--- src/rtl/tmsq_pkg.sv ---
// Shared types, codes and constant tables of the tone melody sequencer.
// No dependencies; every other file of the block imports this package.
package tmsq_pkg;

	// Request kinds carried on the input tuser
	localparam logic [1:0] REQ_TICK   = 2'd0;
	localparam logic [1:0] REQ_SELECT = 2'd1;
	localparam logic [1:0] REQ_EFFECT = 2'd2;

	// Effect codes
	localparam logic [2:0] FX_MOVE       = 3'd0;
	localparam logic [2:0] FX_ERROR      = 3'd1;
	localparam logic [2:0] FX_MENU_SEL   = 3'd2;
	localparam logic [2:0] FX_MENU_BACK  = 3'd3;
	localparam logic [2:0] FX_MENU       = 3'd4;
	localparam logic [2:0] FX_LEVEL_DONE = 3'd5;

	// Configuration register indexes
	localparam logic [1:0] CFG_MUSIC_EN  = 2'd0;
	localparam logic [1:0] CFG_EFFECT_EN = 2'd1;
	localparam logic [1:0] CFG_FRAME_RT  = 2'd2;

	localparam int unsigned FREQ_W   = 11;
	localparam int unsigned SUS_W    = 8;
	localparam int unsigned POS_W    = 4;
	localparam int unsigned TEMPO_W  = 8;
	localparam int unsigned SCALE_W  = 25;
	localparam int unsigned PROD_W   = SCALE_W + 8;
	// floor(x/1000) == (x * RECIP_1000) >> RECIP_SHIFT for every x below 2^16
	localparam int unsigned RECIP_SHIFT = 26;
	localparam int unsigned RECIP_1000  = 67109;
	localparam int unsigned FRAMES_W    = PROD_W - RECIP_SHIFT;

	// Position counts values, two per note pair; six pairs per tune
	localparam logic [POS_W-1:0] TUNE_VALUES = POS_W'(12);
	localparam logic [POS_W-1:0] POS_STEP    = POS_W'(2);
	localparam logic [TEMPO_W-1:0] TEMPO_MAX = TEMPO_W'(255);

	localparam logic [SUS_W-1:0] MOVE_SUSTAIN   = SUS_W'(16);
	localparam logic [SUS_W-1:0] EFFECT_SUSTAIN = SUS_W'(166);

	typedef struct packed {
		logic              music_enable;
		logic              effects_enable;
		logic [7:0]        frame_rate;
	} cfg_t;

	typedef struct packed {
		logic              tone_valid;
		logic [FREQ_W-1:0] tone_freq;
		logic [SUS_W-1:0]  tone_sustain;
		logic              music_playing;
	} result_t;

	// Note frequency of a tune pair
	function automatic logic [FREQ_W-1:0] tune_freq(input logic tune, input logic [2:0] pair);
		logic [FREQ_W-1:0] f;
		f = '0;
		case (pair)
			3'd0: f = FREQ_W'(523);
			3'd1: f = FREQ_W'(659);
			3'd2: f = tune ? FREQ_W'(784)  : FREQ_W'(783);
			3'd3: f = tune ? FREQ_W'(1047) : FREQ_W'(1046);
			3'd4: f = tune ? FREQ_W'(1319) : FREQ_W'(1318);
			default: f = '0;
		endcase
		return f;
	endfunction

	// Note duration in ms already multiplied by the reciprocal of 1000
	function automatic logic [SCALE_W-1:0] tune_scaled(input logic tune,
			input logic [2:0] pair);
		logic [SCALE_W-1:0] s;
		s = '0;
		case (pair)
			3'd0, 3'd1, 3'd2: s = SCALE_W'(50 * RECIP_1000);
			3'd3: s = tune ? SCALE_W'(75 * RECIP_1000)  : SCALE_W'(150 * RECIP_1000);
			3'd4: s = tune ? SCALE_W'(100 * RECIP_1000) : SCALE_W'(250 * RECIP_1000);
			default: s = '0;
		endcase
		return s;
	endfunction

	function automatic logic [FREQ_W-1:0] fx_freq(input logic [2:0] code);
		logic [FREQ_W-1:0] f;
		f = '0;
		case (code)
			FX_MOVE:      f = FREQ_W'(800);
			FX_ERROR:     f = FREQ_W'(210);
			FX_MENU_SEL:  f = FREQ_W'(1250);
			FX_MENU_BACK: f = FREQ_W'(1000);
			FX_MENU:      f = FREQ_W'(900);
			default:      f = '0;
		endcase
		return f;
	endfunction

	function automatic logic [SUS_W-1:0] fx_sustain(input logic [2:0] code);
		return (code == FX_MOVE) ? MOVE_SUSTAIN : EFFECT_SUSTAIN;
	endfunction

endpackage

--- src/rtl/tmsq_seq.sv ---
// Sequencer state and per-item result logic of the tone melody sequencer.
// Depends on tmsq_pkg; fed by the top level's input handshake and config registers.
module tmsq_seq
	import tmsq_pkg::*;
(
	input  logic       clk,
	input  logic       arst_n,
	input  cfg_t       cfg,
	input  logic       accept,
	input  logic [1:0] req_type,
	input  logic       tune_id,
	input  logic       loop_tune,
	input  logic [2:0] effect_code,
	output result_t    res
);

	logic                cur_tune_q;
	logic                loaded_q;
	logic [POS_W-1:0]    pos_q;
	logic [TEMPO_W-1:0]  tempo_q;
	logic                repeat_q;

	logic                cur_tune_d;
	logic                loaded_d;
	logic [POS_W-1:0]    pos_d;
	logic [TEMPO_W-1:0]  tempo_d;
	logic                repeat_d;

	logic [2:0]          pair;
	logic [POS_W-1:0]    pos_adv;
	logic [PROD_W-1:0]   prod;
	logic [FRAMES_W-1:0] frames;
	logic [TEMPO_W-1:0]  frames_sat;

	// Note duration in ticks: one multiply by the pre-scaled duration
	assign pair    = 3'(pos_q >> 1);
	assign prod    = PROD_W'(cfg.frame_rate) * PROD_W'(tune_scaled(cur_tune_q, pair));
	assign frames  = prod[PROD_W-1:RECIP_SHIFT];
	assign frames_sat = (TEMPO_W'(frames) > TEMPO_MAX) ? TEMPO_MAX : TEMPO_W'(frames);
	assign pos_adv = pos_q + POS_STEP;

	// Next state and result for the item at the input
	always_comb begin
		cur_tune_d       = cur_tune_q;
		loaded_d         = loaded_q;
		pos_d            = pos_q;
		tempo_d          = tempo_q;
		repeat_d         = repeat_q;
		res.tone_valid   = 1'b0;
		res.tone_freq    = '0;
		res.tone_sustain = '0;
		case (req_type)
			REQ_TICK: begin
				if (loaded_q) begin
					if (tempo_q != '0) begin
						tempo_d = tempo_q - TEMPO_W'(1);
					end else if (cfg.music_enable && pos_q < TUNE_VALUES) begin
						res.tone_valid = 1'b1;
						res.tone_freq  = tune_freq(cur_tune_q, pair);
						tempo_d        = frames_sat;
						pos_d          = (pos_adv >= TUNE_VALUES && repeat_q) ? '0 : pos_adv;
					end
				end
			end
			REQ_SELECT: begin
				cur_tune_d = tune_id;
				loaded_d   = 1'b1;
				pos_d      = '0;
				tempo_d    = '0;
				repeat_d   = loop_tune;
			end
			REQ_EFFECT: begin
				if (cfg.effects_enable) begin
					if (effect_code inside {[FX_MOVE:FX_MENU]}) begin
						res.tone_valid   = 1'b1;
						res.tone_freq    = fx_freq(effect_code);
						res.tone_sustain = fx_sustain(effect_code);
					end else if (effect_code == FX_LEVEL_DONE) begin
						// Start the first tune once, no repeat
						cur_tune_d = 1'b0;
						loaded_d   = 1'b1;
						pos_d      = '0;
						tempo_d    = '0;
						repeat_d   = 1'b0;
					end
				end
			end
			default: begin
			end
		endcase
		res.music_playing = loaded_d && (pos_d < TUNE_VALUES);
	end

	// Update state on each accepted item
	always_ff @(posedge clk or negedge arst_n) begin
		if (!arst_n) begin
			cur_tune_q <= 1'b0;
			loaded_q   <= 1'b0;
			pos_q      <= '0;
			tempo_q    <= '0;
			repeat_q   <= 1'b0;
		end else if (accept) begin
			cur_tune_q <= cur_tune_d;
			loaded_q   <= loaded_d;
			pos_q      <= pos_d;
			tempo_q    <= tempo_d;
			repeat_q   <= repeat_d;
		end
	end

`ifndef SYNTH
	a_idle_clear: assert property (@(posedge clk) disable iff (!arst_n)
		!loaded_q |-> (pos_q == '0 && tempo_q == '0))
		else $error("position or tempo set with no tune loaded");
	a_pos_range: assert property (@(posedge clk) disable iff (!arst_n)
		(!pos_q[0] && pos_q <= TUNE_VALUES))
		else $error("note position out of range");
	a_tempo_dec: assert property (@(posedge clk) disable iff (!arst_n)
		(accept && req_type == REQ_TICK && loaded_q && tempo_q != '0)
		|=> tempo_q == $past(tempo_q) - TEMPO_W'(1))
		else $error("tempo count did not step down on a tick");
	a_silent_zero: assert property (@(posedge clk) disable iff (!arst_n)
		(accept && !res.tone_valid) |-> (res.tone_freq == '0 && res.tone_sustain == '0))
		else $error("payload set without a tone");
`endif

endmodule

--- src/rtl/tmsq_skid.sv ---
// Output register with a skid stage for the result items.
// Depends on tmsq_pkg for the result struct.
module tmsq_skid
	import tmsq_pkg::*;
(
	input  logic    clk,
	input  logic    arst_n,
	input  logic    push,
	input  result_t push_data,
	output logic    push_ready,
	output logic    out_valid,
	input  logic    out_ready,
	output result_t out_data
);

	logic    out_valid_q;
	logic    skid_valid_q;
	result_t out_q;
	result_t skid_q;
	logic    pop;

	assign pop        = out_valid_q && out_ready;
	assign push_ready = !skid_valid_q;
	assign out_valid  = out_valid_q;
	assign out_data   = out_q;

	// Track occupancy of the output and skid slots
	always_ff @(posedge clk or negedge arst_n) begin
		if (!arst_n) begin
			out_valid_q  <= 1'b0;
			skid_valid_q <= 1'b0;
		end else if (pop) begin
			if (skid_valid_q) begin
				skid_valid_q <= 1'b0;
			end else begin
				out_valid_q <= push;
			end
		end else if (push) begin
			if (out_valid_q) begin
				skid_valid_q <= 1'b1;
			end else begin
				out_valid_q <= 1'b1;
			end
		end
	end

	// Move payload: refill from skid first, else take the new item
	always_ff @(posedge clk) begin
		if (pop) begin
			out_q <= skid_valid_q ? skid_q : push_data;
		end else if (push) begin
			if (out_valid_q) begin
				skid_q <= push_data;
			end else begin
				out_q <= push_data;
			end
		end
	end

endmodule

--- src/rtl/tone_melody_sequencer_core.sv ---
// Top level of the tone melody sequencer: stream ports, config registers.
// Depends on tmsq_pkg, tmsq_seq and tmsq_skid.
//
// Tone sequencer driven by request items: frame ticks step one of two built-in
// tunes, select requests load a tune, effect requests issue fixed tones or
// start the first tune once (level done). Every accepted item yields exactly
// one result item; a new item is taken every cycle as long as the output side
// keeps up. The result comes from the tune table, one 8x25 multiply for the
// note length and the state registers, all in the cycle of acceptance; an
// output register plus a skid slot let one more item in while a result waits.
// Config writes are taken in any cycle (cfg_ready is tied high) and only change
// behavior of later items; indexes beyond frame_rate are ignored.
module tone_melody_sequencer_core
	import tmsq_pkg::*;
(
	input  logic        clk,
	input  logic        arst_n,
	// input items
	input  logic        s_tvalid,
	output logic        s_tready,
	input  logic [7:0]  s_tdata,   // [0] tune_id, [1] loop_tune, [4:2] effect_code, [7:5] zero
	input  logic [1:0]  s_tuser,   // [1:0] req_type
	// result items
	output logic        m_tvalid,
	input  logic        m_tready,
	output logic [23:0] m_tdata,   // [10:0] tone_freq, [18:11] tone_sustain,
	                               // [19] music_playing, [23:20] zero
	output logic        m_tuser,   // [0] tone_valid
	// configuration writes
	input  logic        cfg_valid,
	output logic        cfg_ready,
	input  logic [1:0]  cfg_index,
	input  logic [7:0]  cfg_data
);

	cfg_t    cfg_q;
	result_t res;
	result_t out_res;
	logic    in_accept;

	assign cfg_ready = 1'b1;

	// Register writes
	always_ff @(posedge clk or negedge arst_n) begin
		if (!arst_n) begin
			cfg_q.music_enable   <= 1'b0;
			cfg_q.effects_enable <= 1'b0;
			cfg_q.frame_rate     <= 8'd30;
		end else if (cfg_valid) begin
			case (cfg_index)
				CFG_MUSIC_EN:  cfg_q.music_enable   <= cfg_data[0];
				CFG_EFFECT_EN: cfg_q.effects_enable <= cfg_data[0];
				CFG_FRAME_RT:  cfg_q.frame_rate     <= cfg_data;
				default: begin
				end
			endcase
		end
	end

	assign in_accept = s_tvalid && s_tready;

	tmsq_seq u_seq (
		.clk         (clk),
		.arst_n      (arst_n),
		.cfg         (cfg_q),
		.accept      (in_accept),
		.req_type    (s_tuser),
		.tune_id     (s_tdata[0]),
		.loop_tune   (s_tdata[1]),
		.effect_code (s_tdata[4:2]),
		.res         (res)
	);

	tmsq_skid u_skid (
		.clk        (clk),
		.arst_n     (arst_n),
		.push       (in_accept),
		.push_data  (res),
		.push_ready (s_tready),
		.out_valid  (m_tvalid),
		.out_ready  (m_tready),
		.out_data   (out_res)
	);

	// Pack the result item
	assign m_tuser = out_res.tone_valid;
	assign m_tdata = {4'b0000, out_res.music_playing, out_res.tone_sustain, out_res.tone_freq};

endmodule
--- config.mk ---
export PLATFORM = sky130hd
export DESIGN_NAME = tone_melody_sequencer_core
export DESIGN_NICKNAME = d
export VERILOG_FILES = /design/src/rtl/tmsq_pkg.sv /design/src/rtl/tmsq_seq.sv /design/src/rtl/tmsq_skid.sv /design/src/rtl/tone_melody_sequencer_core.sv
export SDC_FILE = /design/constraint.sdc
export NUM_CORES = 1
export LEC_CHECK = 0
export BUFFER_PORTS_ARGS = -buffer_cell sky130_fd_sc_hd__clkbuf_2
export CAP_MARGIN = 20
export CORE_ASPECT_RATIO = 1.2
export CORE_MARGIN = 2
export CORE_UTILIZATION = 51
export CTS_CLUSTER_SIZE = 12
export DETAILED_ROUTE_END_ITERATION = 10
export PLACE_DENSITY = 0.69
export SLEW_MARGIN = 10
export SYNTH_ARGS = -nofsm -noshare
export SYNTH_HDL_FRONTEND = slang
export SYNTH_SLANG_ARGS = --single-unit
--- constraint.sdc ---
create_clock -name clk -period 18.1 [get_ports clk]
set_clock_uncertainty 0.05 [all_clocks]
set_input_delay 5.43 -clock clk [delete_from_list [all_inputs] [get_ports clk]]
set_output_delay 5.43 -clock clk [all_outputs]
set_load 0.03 [all_outputs]
# ---- Word-level counts from Yosys, hierarchy flattened
# Index checks and enable logic that the tools add are counted.
dict set report word_totals {
  in_bits 25
  out_inout_bits 28
  ff_bits 69
}
dict set report classes {
  addsub 2
  bitwise 1
  mul 1
  mux 50
  order_cmp 5
  reduce_logical 26
  eq_ne 20
}
# op count
set op_table {}
lappend op_table {{$pmux 11 s5} 2}
lappend op_table {{$mux 21} 4}
lappend op_table {{$pmux 25 s3} 1}
lappend op_table {{$mux 8} 8}
lappend op_table {{$mux 20} 2}
lappend op_table {{$mux 12} 3}
lappend op_table {{$mul 8x25->33} 1}
lappend op_table {{$mux 4} 7}
lappend op_table {{$mux 25} 1}
lappend op_table {{$mux 24} 1}
lappend op_table {{$pmux 12 s2} 1}
lappend op_table {{$pmux 8 s3} 1}
lappend op_table {{$mux 1} 14}
lappend op_table {{$eq 3x2->1 const B} 4}
lappend op_table {{$pmux 4 s3} 1}
lappend op_table {{$reduce_and 2->1} 6}
lappend op_table {{$eq 3x3->1 const B} 3}
lappend op_table {{$lt 4x4->1 const B} 2}
lappend op_table {{$ne 2x2->1 const B} 4}
lappend op_table {{$reduce_bool 8->1} 1}
lappend op_table {{$sub 8x1->8 const B} 1}
lappend op_table {{$reduce_and 7->1} 1}
lappend op_table {{$eq 3x1->1 const B} 2}
lappend op_table {{$logic_and 1x1->1} 6}
lappend op_table {{other kinds (19)} 28}

# ---- Depth between registers and ports, before layout
# Gate-level depths: netlist of run 1.
dict set report logic_depth {
  depth_word 13
  mapped_depth 26
  depth_no_buf 24
}

# ---- Modules after synthesis
# A second synthesis of run 1 with hierarchy kept.
dict set report hier_totals {
  hier_cells 819
  area_unflattened_um2 8031.5
}
# mod area_per_inst_um2 cells_per_inst seq_area_each_um2 n_inst
set by_module_without_submodules {}
lappend by_module_without_submodules {tmsq_seq 5876.9 713 350.3 1}
lappend by_module_without_submodules {tmsq_skid 1700.4 75 1311.3 1}
lappend by_module_without_submodules {tone_melody_sequencer_core 454.2 31 255.2 1}

# ---- Worst setup path before layout of run 1
# No wires, ideal clock.
dict set report synth_timing {
  path_type {input -> register}
  startpoint {in s_tdata[3]}
  endpoint {reg u_seq.tempo_q[3]}
  path_stages 10
  arrival_ps 7041
  slack_ps 10882
  setup_time_ps 127
  cell_sequence {nor2_1 -> inv_1 -> ha_1 -> nand3_1 -> o21ai_0 -> nor3b_1 -> nand2_1 -> buf_2 -> a22oi_1 -> o21ai_1}
}
dict set report synth_via {
  elab_chain_cells 4
  word_cells_on_any_way 7
  classes_between {order compare (2); eq/ne (3); reduce/logical (2)}
}
# item line_no
set synth_lines {}
lappend synth_lines {{start, declared} tone_melody_sequencer_core.sv:21} ;# input logic [7:0] s_tdata,
lappend synth_lines {{$ge 3x1->1 / $le 3x3->1 (equally long branches)} tmsq_seq.sv:74} ;# if (effect_code inside {[FX_MOVE:FX_MENU]}) begin
lappend synth_lines {{$logic_and 1x1->1} tmsq_seq.sv:74}
lappend synth_lines {{$ne 2x2->1 (no line)} n/a}
lappend synth_lines {{$reduce_and 7->1 (no line) *} n/a}
lappend synth_lines {{end signal, assigned} tmsq_seq.sv:106} ;# tempo_q <= tempo_d;
lappend synth_lines {{end, declared} tmsq_seq.sv:20} ;# logic [TEMPO_W-1:0] tempo_q;
# Every way passes the cells marked *; elsewhere a longest branch is shown, timed or not.
# A chain may end at the register's enable or synchronous reset.

# ---- Worst setup path after layout of run 1
dict set report layout_timing {
  startpoint {in s_tdata[2]}
  endpoint {reg u_seq.tempo_q[6]}
}
# Same word-level chain as after synthesis.

==> flow_metrics.tcl, run 1 <==
set metrics [dict create \
    synth_edf_count 30 \
    grt_max_degree 27 \
    critPathCapture "u_seq.tempo_q[6]$_DFFE_PN0P_" \
    antenna_left 0 \
    finalInstanceArea_sq_mm 0.00773 \
    cp-end-kind "flip-flop" \
    tightest_slew_ns 0.752 \
    cp_common_cell "a21oi_1" \
    areaGrowthSynthToFinish_pct 5.66 \
    initialDrtViolationCount 324 \
    cts_buffers 5 \
    fp.dieW_um 113 \
    outcome "completed" \
    firstDrtPassIters 5 \
    met3_usage 0.0246 \
    wl_um 16500 \
    power.density_mw_per_mm2 176 \
    globalplace.congestion 0.875 \
    synthCells 797 \
    num_vias 5523 \
    maxCapViolations 0 \
    crit_path_max_fanout 15 \
    clock_latency_ns 0.30 \
    synth_area_sq_mm 0.00732 \
    relSlewSlack 0.497 \
    fillerInstances 1258 \
    post_dp_cell_area_sq_mm 0.00759 \
    final-setup-viol-count 0 \
    fp.dieH_um 135 \
    startpoint "s_tdata[2]" \
    overflow 0 \
    ys_types 71 \
    crit_type "in -> reg" \
    cp-start-kind "primary input" \
    initial_utilization 0.525 \
    crit_required_ns 18.28 \
    pin_count 53 \
    cts_root_buf "clkbuf_16" \
    grt.busiest_layer "met2" \
    cts_hold_buf 0 \
    fmax_mhz 129 \
    clockBufferDepth 2 \
    portBuffers 41 \
    synth_area_per_cell_sq_um 9.19 \
    grt_pass1_wl_um 28100 \
    core-area_sq_mm 0.0139 \
    async_flop_share 0.464 \
    yosysSeqAreaShare 0.213 \
    drt-vias-per-instance 5.57 \
    fp.dieArea_sq_mm 0.0153 \
    drc 0 \
    clk_pin_slew_worst_paths_ns 0.08 \
    grt_use_met2 0.405 \
    cts_tree "done" \
    met1_usage 0.288 \
    post_cts_buffers 0 \
    power_mw 1.36 \
    period_share 0.427 \
    slew_viol_final 0 \
    ff2ff_path_depth 21 \
    setup_tns_ns 0 \
    antenna_found_initial 0 \
    synth_warnings 0 \
    ctsResizeCount 0 \
    cts_sinks 56 \
    grt_pass1_vias 5851 \
    ys.flop_type "edfxtp_1" \
    holdWs_ns 0.477 \
    synth_seq_cells 56 \
    fin_crit_ns 7.72 \
    vdd_drop_max_v 0.000125 \
    dp.final_hpwl_um 14000 \
    drive_gt1_frac 0.104 \
    htree_num_levels 2 \
    cpPeakStageDelay_ns 0.52 \
    rsz0062_at_grt "no" \
    placementRows 47 \
    r2r_start "u_seq.pos_q[2]$_DFFE_PN0P_" \
    antenna_cells 0 \
    leakagePower_nw 3.76 \
    wl_per_cell_um 16.6 \
    hold_class "reg -> reg" \
    fin_util 0.555 \
    cp_cell_sequence "clkbuf_2 > nor2_1 > inv_1 > ha_1 > nand3_1 > o21ai_0 > nor3b_1 > nand2_1 > nor3_1 > a21oi_1 > a2bb2oi_1 > a21oi_1" \
    r2r-end "u_seq.tempo_q[6]$_DFFE_PN0P_" \
    crit_arrival_ns 7.91 \
    r2r_slack_ns 11.07 \
    cp_slowest_cell "nor3b_1" \
    hold_viol 0 \
    grt_usage 0.230 \
    final_nets 999 \
]
critical path: cells and delay by family:
| kind | cells | cell delay (ns) |
|---|---|---|
| buffers and inverters | 2 | 0.25 |
| AND/OR/NAND/NOR | 5 | 1.45 |
| adder cells (fa/ha/maj) | 1 | 0.16 |
| AO/OA/AOI/OAI | 4 | 0.62 |
layout make-up:
class	instances	area, sq um	share of cell area
sequential	56	1560	0.201
multi-input combinational	565	5040	0.651
inverter	149	561	0.0725
clock buffer	5	125	0.0162
clock inverter	3	21.3	0.00275
timing repair buffer	43	220	0.0285
tap	171	214	0.0277
Yosys cell counts (3+ instances only):
cell type	instances	area share
dfstp_2	4	0.014
edfxtp_1	30	0.12
a22o_1	3	0.0036
o21ai_1	12	0.0082
buf_2	4	0.0027
a21o_1	11	0.011
nor4_1	4	0.0034
clkbuf_1	14	0.0072
nand3_1	12	0.0082
and3_1	12	0.010
buf_4	12	0.012
nor2_1	56	0.029
ha_1	63	0.11
inv_1	148	0.076
o31ai_1	4	0.0041
nand2_1	69	0.035
nor3_1	12	0.0082
or4_1	3	0.0031
mux2_2	14	0.022
o22ai_1	3	0.0026
or3_1	5	0.0043
fa_1	91	0.25
nor2b_1	8	0.0068
nand3b_1	3	0.0031
xor2_1	8	0.0096
dfrtp_1	22	0.075
nand2b_1	7	0.0060
a31oi_1	3	0.0026
o32ai_1	4	0.0048
a211o_1	4	0.0048
and2_1	26	0.022
o211ai_1	5	0.0051
o21bai_1	4	0.0041
a21oi_1	42	0.029
nand4_1	5	0.0043
or2_2	3	0.0026
xnor2_1	6	0.0072
o21ai_0	16	0.011
registers in the layout, indices dropped and copies added (netlist names), 3 cells and up:
signal,cells
u_skid.out_data,15
cfg_q,10
u_seq.pos_q,3
u_seq.tempo_q,8
u_skid.skid_q,15
power by group:
part / total (mW) / leakage, nW / switching (mW) / internal, mW
Clock: 0.0969 / 0.0702 / 0.0453 / 0.0516
Combinational: 1.05 / 3.10 / 0.628 / 0.419
Sequential: 0.216 / 0.591 / 0.0401 / 0.176
Total: 1.36 / 3.76 / 0.714 / 0.647
layer usage:
metal | up-vias | routed length [um]
met5 | - | 0
met4 | 0 | 571
met3 | 37 | 643
met2 | 167 | 8350
met1 | 2671 | 6880
li1 | 2648 | -
logic make-up (layout without fill, tap and decap cells):
kind of cell,Yosys count,count (layout),synth area share
fa+ha+maj,156,156,0.359
compound gates,132,132,0.119
mux,15,15,0.0229
other cells,2,8,0.00103
xor+xnor,14,14,0.0167
flops,56,56,0.213
simple gates,240,240,0.166
buf+inv,182,200,0.102
cell usage in the layout (no fill, tap or decap), drive strengths merged, types with 11 or more instances in the layout:
cell / count
mux2: 14
and2: 26
o21ai: 28
nand2: 69
fa: 91
clkbuf: 46
nor3: 12
dfrtp: 22
ha: 63
a21oi: 42
edfxtp: 30
nor2: 56
and3: 12
inv: 149
a21o: 11
nand3: 13
per-stage QoR:
step	setup slack (ns)	std cells
after floorplan	10.88	803
final	10.38	992
after global routing	10.10	992
after global placement	10.24	984
after detailed placement	10.10	984
after CTS	10.41	992
worst min path at each step:
stage                                    start                           end  cells after the start  slack (ns)
floorplan                 cfg_q[9]$_DFFE_PN0P_          cfg_q[9]$_DFFE_PN0P_                      1        0.43
global placement    u_skid.skid_q[9]$_DFFE_PP_  u_skid.out_data[9]$_DFFE_PP_                      2        0.45
detailed placement  u_skid.skid_q[9]$_DFFE_PP_  u_skid.out_data[9]$_DFFE_PP_                      2        0.46
CTS                 u_skid.skid_q[9]$_DFFE_PP_  u_skid.out_data[9]$_DFFE_PP_                      2        0.48
global route        u_skid.skid_q[9]$_DFFE_PP_  u_skid.out_data[9]$_DFFE_PP_                      2        0.52
finish              u_skid.skid_q[9]$_DFFE_PP_  u_skid.out_data[9]$_DFFE_PP_                      2        0.48
Power figures use the tool's default switching activity.
==> inputs of run 2 (changes only) <==
==> constraint.sdc (replaced) <==
create_clock -name clk -period 7.7 [get_ports clk]
set_clock_uncertainty 0.05 [all_clocks]
set_input_delay 2.31 -clock clk [delete_from_list [all_inputs] [get_ports clk]]
set_output_delay 2.31 -clock clk [all_outputs]
set_load 0.03 [all_outputs]
==> run 2 against run 1 <==
Compared with the run above:
- critical path type is now reg -> reg
- first-iteration DRC count is 1.2% higher
- critical endpoint unchanged
- sequential power increased by 130%
- die area stayed put
- largest cell class unchanged
- final area rose by 0.27%
- highest routed layer unchanged
==> flow_metrics.tcl, run 2 (synthesis gave the netlist of run 1 again) <==
set metrics [dict create \
    outcome "completed" \
    initial_utilization 0.525 \
    htree_num_levels 2 \
    drive_gt1_frac 0.106 \
    cts_sinks 56 \
    finalInstanceArea_sq_mm 0.00776 \
    grt_pass1_vias 6062 \
    final-setup-viol-count 0 \
    tightest_slew_ns 0.776 \
    fmax_mhz 142 \
    fin_util 0.557 \
    cts_buffers 5 \
    cpPeakStageDelay_ns 0.62 \
    clk_pin_slew_worst_paths_ns 0.08 \
    r2r-end "u_seq.tempo_q[6]$_DFFE_PN0P_" \
    hold_class "reg -> reg" \
    globalplace.congestion 0.896 \
    crit_required_ns 7.80 \
    power.density_mw_per_mm2 416 \
    slew_viol_final 0 \
    grt_max_degree 27 \
    final_nets 1001 \
    cp-start-kind "flip-flop" \
    power_mw 3.23 \
    portBuffers 41 \
    crit_arrival_ns 7.16 \
    rsz0062_at_grt "no" \
    leakagePower_nw 3.77 \
    cts_hold_buf 0 \
    ctsResizeCount 0 \
    worstHoldStart "u_skid.skid_q[9]$_DFFE_PP_" \
    fp.dieH_um 135 \
    crit_path_max_fanout 16 \
    cp_common_cell "fa_1" \
    fin_crit_ns 7.07 \
    num_vias 5565 \
    antenna_found_initial 0 \
    grt_usage 0.236 \
    period_share 0.918 \
    layout.cells.non_filler 994 \
    r2r_slack_ns 0.63 \
    post-place-cells 986 \
    hold_depth 2 \
    pin_count 53 \
    ff2ff_path_depth 21 \
    initialDrtViolationCount 328 \
    wl_per_cell_um 17.0 \
    cts_root_buf "clkbuf_16" \
    core-area_sq_mm 0.0139 \
    areaGrowthSynthToFinish_pct 5.95 \
    crit_type "reg -> reg" \
    clock_latency_ns 0.30 \
    maxCapViolations 0 \
    r2r_start "u_seq.pos_q[2]$_DFFE_PN0P_" \
    post_dp_cell_area_sq_mm 0.00760 \
    wl_um 16900 \
    cp_cell_sequence "inv_1 > ha_1 > or4_1 > and3_1 > a21oi_1 > nor2b_1 > fa_1 > fa_1 > fa_1 > inv_1 > fa_1 > inv_1 > ha_1 > a21oi_1 > o21ai_0 > nor3_1 > o31a_1 > o2111ai_2 > a221oi_2 > xnor2_1 > a21oi_1" \
    firstDrtPassIters 4 \
    holdPathEnd "u_skid.out_data[9]$_DFFE_PP_" \
    fp.dieW_um 113 \
    drc 0 \
    vdd_drop_max_v 0.000320 \
    cp-end-kind "flip-flop" \
    clockBufferDepth 2 \
    cp_slowest_cell "a21oi_1" \
    layout_common_cells "inv_1 (148), fa_1 (91), nand2_1 (69)" \
    overflow 0 \
    cts_tree "done" \
    hold_viol 0 \
    antenna_left 0 \
    grt_pass1_wl_um 29100 \
    post_cts_buffers 0 \
    setup_tns_ns 0 \
    fp.dieArea_sq_mm 0.0153 \
    relSlewSlack 0.481 \
    antenna_cells 0 \
    dp.final_hpwl_um 14300 \
    layout_commonest_cell "inv_1" \
    drt-vias-per-instance 5.60 \
    fillerInstances 1237 \
    placementRows 47 \
]
==> run 2: cell types whose count changed in the layout (fill, tap and decap cells not counted), sizes merged <==
cell  before  now
buf        2    4
==> run 2: worst max path at each step <==
stage | start | end
2_1_floorplan | u_seq.pos_q[1]$_DFFE_PN0P_ | u_seq.tempo_q[6]$_DFFE_PN0P_
5_1_grt | u_seq.pos_q[2]$_DFFE_PN0P_ | u_seq.tempo_q[6]$_DFFE_PN0P_
3_3_place_gp | u_seq.pos_q[2]$_DFFE_PN0P_ | u_seq.tempo_q[6]$_DFFE_PN0P_
3_5_place_dp | u_seq.pos_q[2]$_DFFE_PN0P_ | u_seq.tempo_q[6]$_DFFE_PN0P_
4_1_cts | u_seq.pos_q[2]$_DFFE_PN0P_ | u_seq.tempo_q[6]$_DFFE_PN0P_
6_report | u_seq.pos_q[2]$_DFFE_PN0P_ | u_seq.tempo_q[6]$_DFFE_PN0P_
==> run 2: metrics by stage <==
stage          hold slack [ns]  worst slack, ns
4_1_cts                  0.475            0.745
5_1_grt                  0.522            0.226
3_3_place_gp             0.451            0.889
2_1_floorplan            0.431             1.68
3_5_place_dp             0.458            0.812
6_report                 0.480            0.635
==> run 2: layout make-up <==
class	count	area [sq um]	area share
clock buffers	5	125	0.0161
clock inverters	3	27.5	0.00355
inverters	149	561	0.0723
multi-input cells	565	5040	0.649
flip-flops and latches	56	1560	0.201
well taps	171	214	0.0276
repair buffers	45	235	0.0303
==> run 2: per-layer routing <==
layer / wire, um / global-route usage / part of all wire / up-vias
met1: 6840 / 0.288 / 0.40 / 2679
met3: 846 / 0.0340 / 0.050 / 42
met2: 8580 / 0.416 / 0.51 / 199
li1: - / - / - / 2645
met5: 0 / 0 / 0 / -
met4: 685 / 0.106 / 0.040 / 0
==> run 2: power breakdown <==
part           leakage, nW  switching (mW)  internal (mW)
combinational         3.11            1.50          0.988
clock               0.0719           0.110          0.124
sequential           0.591          0.0930          0.414
==> run 2: worst max-delay path: cells and delay by family, from the launching register on <==
kind,cells,cell delay [ns]
AOI/OAI and AO/OA,7,1.90
xor gates and xnor gates,1,0.15
adders and majority gates,6,2.82
DFF,1,0.44
and+or+nand+nor,4,1.34
buffers and inverters,3,0.21
==> inputs of run 3 (changes only) <==
--- a/config.mk
+++ b/config.mk
@@ -13,6 +13,7 @@
 export CTS_CLUSTER_SIZE = 12
 export DETAILED_ROUTE_END_ITERATION = 10
 export PLACE_DENSITY = 0.69
+export RECOVER_POWER = 25
 export SLEW_MARGIN = 10
 export SYNTH_ARGS = -nofsm -noshare
 export SYNTH_HDL_FRONTEND = slang
==> run 3 against run 2 <==
Compared with the run above:
- the run now ends with max-capacitance violations, max-slew violations left
- first-iteration DRC count grew 7.6%
- fmax up 0.16%
- register-to-register slack hardly changed
- final area hardly changed
- count of clock-buffer cells in the layout stayed put
- sequential share of layout area about the same
- critical path depth unchanged
- power hardly changed
- non-clock buffer count stayed put
- global-route usage unchanged
- cell count stayed put
- critical endpoint unchanged
- highest routed layer unchanged
==> flow_metrics.tcl, run 3 (synthesis gave the netlist of run 1 again) <==
set metrics [dict create \
    maxCapViolations 1 \
    crit_arrival_ns 7.16 \
    power.density_mw_per_mm2 416 \
    seqPwrFrac 0.157 \
    globalplace.congestion 0.896 \
    p_int_mw 1.52 \
    hold_class "reg -> reg" \
    antenna_found_initial 0 \
    fmax_mhz 142 \
    cp-end-kind "flip-flop" \
    grt_pass1_vias 6062 \
    leakagePower_nw 3.75 \
    cts_tree "done" \
    areaGrowthSynthToFinish_pct 5.86 \
    drt-met1-wl_um 6760 \
    clkPwrFrac 0.073 \
    drive_gt1_frac 0.0996 \
    slew_viol_final 27 \
    post_cts_buffers 0 \
    htree_num_levels 2 \
    clockBufferDepth 2 \
    num_vias 5564 \
    cts_root_buf "clkbuf_16" \
    fin_util 0.556 \
    crit_type "reg -> reg" \
    outcome "finished, violations left" \
    post-place-cells 986 \
    period_share 0.916 \
    rsz0062_at_grt "no" \
    violations "max-capacitance violations, max-slew violations" \
    relSlewSlack -0.00873 \
    overflow 0 \
    cts_buffers 5 \
    ctsResizeCount 0 \
    swShare 0.528 \
    core-area_sq_mm 0.0139 \
    grt_pass1_wl_um 29100 \
    crit_required_ns 7.80 \
    clk_pin_slew_worst_paths_ns 0.08 \
    fin_crit_ns 7.05 \
    wl_per_cell_um 17.0 \
    firstDrtPassIters 5 \
    wl_met2_um 8590 \
    final-setup-viol-count 0 \
    finalInstanceArea_sq_mm 0.00775 \
    layout_commonest_cell "inv_1" \
    grt_usage 0.236 \
    fp.dieArea_sq_mm 0.0153 \
    post_dp_cell_area_sq_mm 0.00760 \
    antenna_left 0 \
    vdd_drop_max_v 0.000320 \
    initialDrtViolationCount 353 \
    grt_max_degree 27 \
    drt-vias-per-instance 5.60 \
    layout_common_cells "inv_1 (148), fa_1 (91), nand2_1 (69)" \
    portBuffers 41 \
    cp-start-kind "flip-flop" \
    crit_path_max_fanout 16 \
    cts_hold_buf 0 \
    dp.final_hpwl_um 14300 \
    fp.dieW_um 113 \
    drc 0 \
    cts_sinks 56 \
    initial_utilization 0.525 \
    routed-wl-met3_um 836 \
    fp.dieH_um 135 \
    wl_um 16900 \
    power_mw 3.23 \
    hold_viol 0 \
    clock_latency_ns 0.30 \
    setup_tns_ns 0 \
    pin_count 53 \
    switchingPower_mw 1.70 \
    tightest_slew_ns 1.51 \
    p_comb_frac 0.770 \
    layout.cells.non_filler 994 \
    final_nets 1001 \
    dr.max_layer_used "met4" \
    placementRows 47 \
    antenna_cells 0 \
]
## run 3: power by group through the flow
stage	clock [mW]	sequential (mW)	combinational, mW
after floorplan	0	0.532	1.86
after global placement	0	0.506	2.40
after detailed placement	0	0.510	2.45
after CTS	0.239	0.504	2.48
after global routing	0.247	0.518	2.83
final	0.235	0.507	2.49
## run 3: cell type report
type,count,area [sq um]
clock buffers,5,125
clock inverters,3,27.5
fillers,1236,6190
inverters,149,561
multi-input cells,565,5040
flip-flops and latches,56,1560
well taps,171,214
repair buffers,45,229
## run 3: worst max-delay path, cell delays in order, from the launching register on
cell and delay, ns:
dfrtp_1 0.44, inv_1 0.11, ha_1 0.31, or4_1 0.59, and3_1 0.42, a21oi_1 0.62
nor2b_1 0.15, fa_1 0.53, fa_1 0.53, fa_1 0.56, inv_1 0.06, fa_1 0.53
inv_1 0.04, ha_1 0.34, a21oi_1 0.25, o21ai_0 0.17, nor3_1 0.18, o31a_1 0.23
o2111ai_2 0.19, a221oi_2 0.35, xnor2_1 0.15, a21oi_1 0.08
## run 3: routing by layer
metal	global-route usage	vias to the layer above
li1	-	2648
met1	0.288	2680
met2	0.416	187
met3	0.0340	49
met4	0.106	0
met5	0	-
## run 3: stage by stage
stage                     hold WS [ns]  setup slack, ns
after floorplan                  0.431             1.68
after global placement           0.451            0.889
after detailed placement         0.458            0.812
after CTS                        0.475            0.745
after global routing             0.522            0.226
final                            0.480            0.646
## run 3: path summary, 6_finish.rpt
path | startpoint | end | slack [ns] | cells past startpoint
worst min-delay path | u_skid.skid_q[9]$_DFFE_PP_ | u_skid.out_data[9]$_DFFE_PP_ | 0.48 | 2
max in group asynchronous | arst_n | cfg_q[0]$_DFFE_PN0P_ | 4.39 | 1
worst max-delay path | u_seq.pos_q[2]$_DFFE_PN0P_ | u_seq.tempo_q[6]$_DFFE_PN0P_ | 0.65 | 21
min in group asynchronous | arst_n | u_seq.tempo_q[2]$_DFFE_PN0P_ | 2.31 | 1
worst max register to register | u_seq.pos_q[2]$_DFFE_PN0P_ | u_seq.tempo_q[6]$_DFFE_PN0P_ | 0.65 | 21
worst min register to register | u_skid.skid_q[9]$_DFFE_PP_ | u_skid.out_data[9]$_DFFE_PP_ | 0.48 | 2
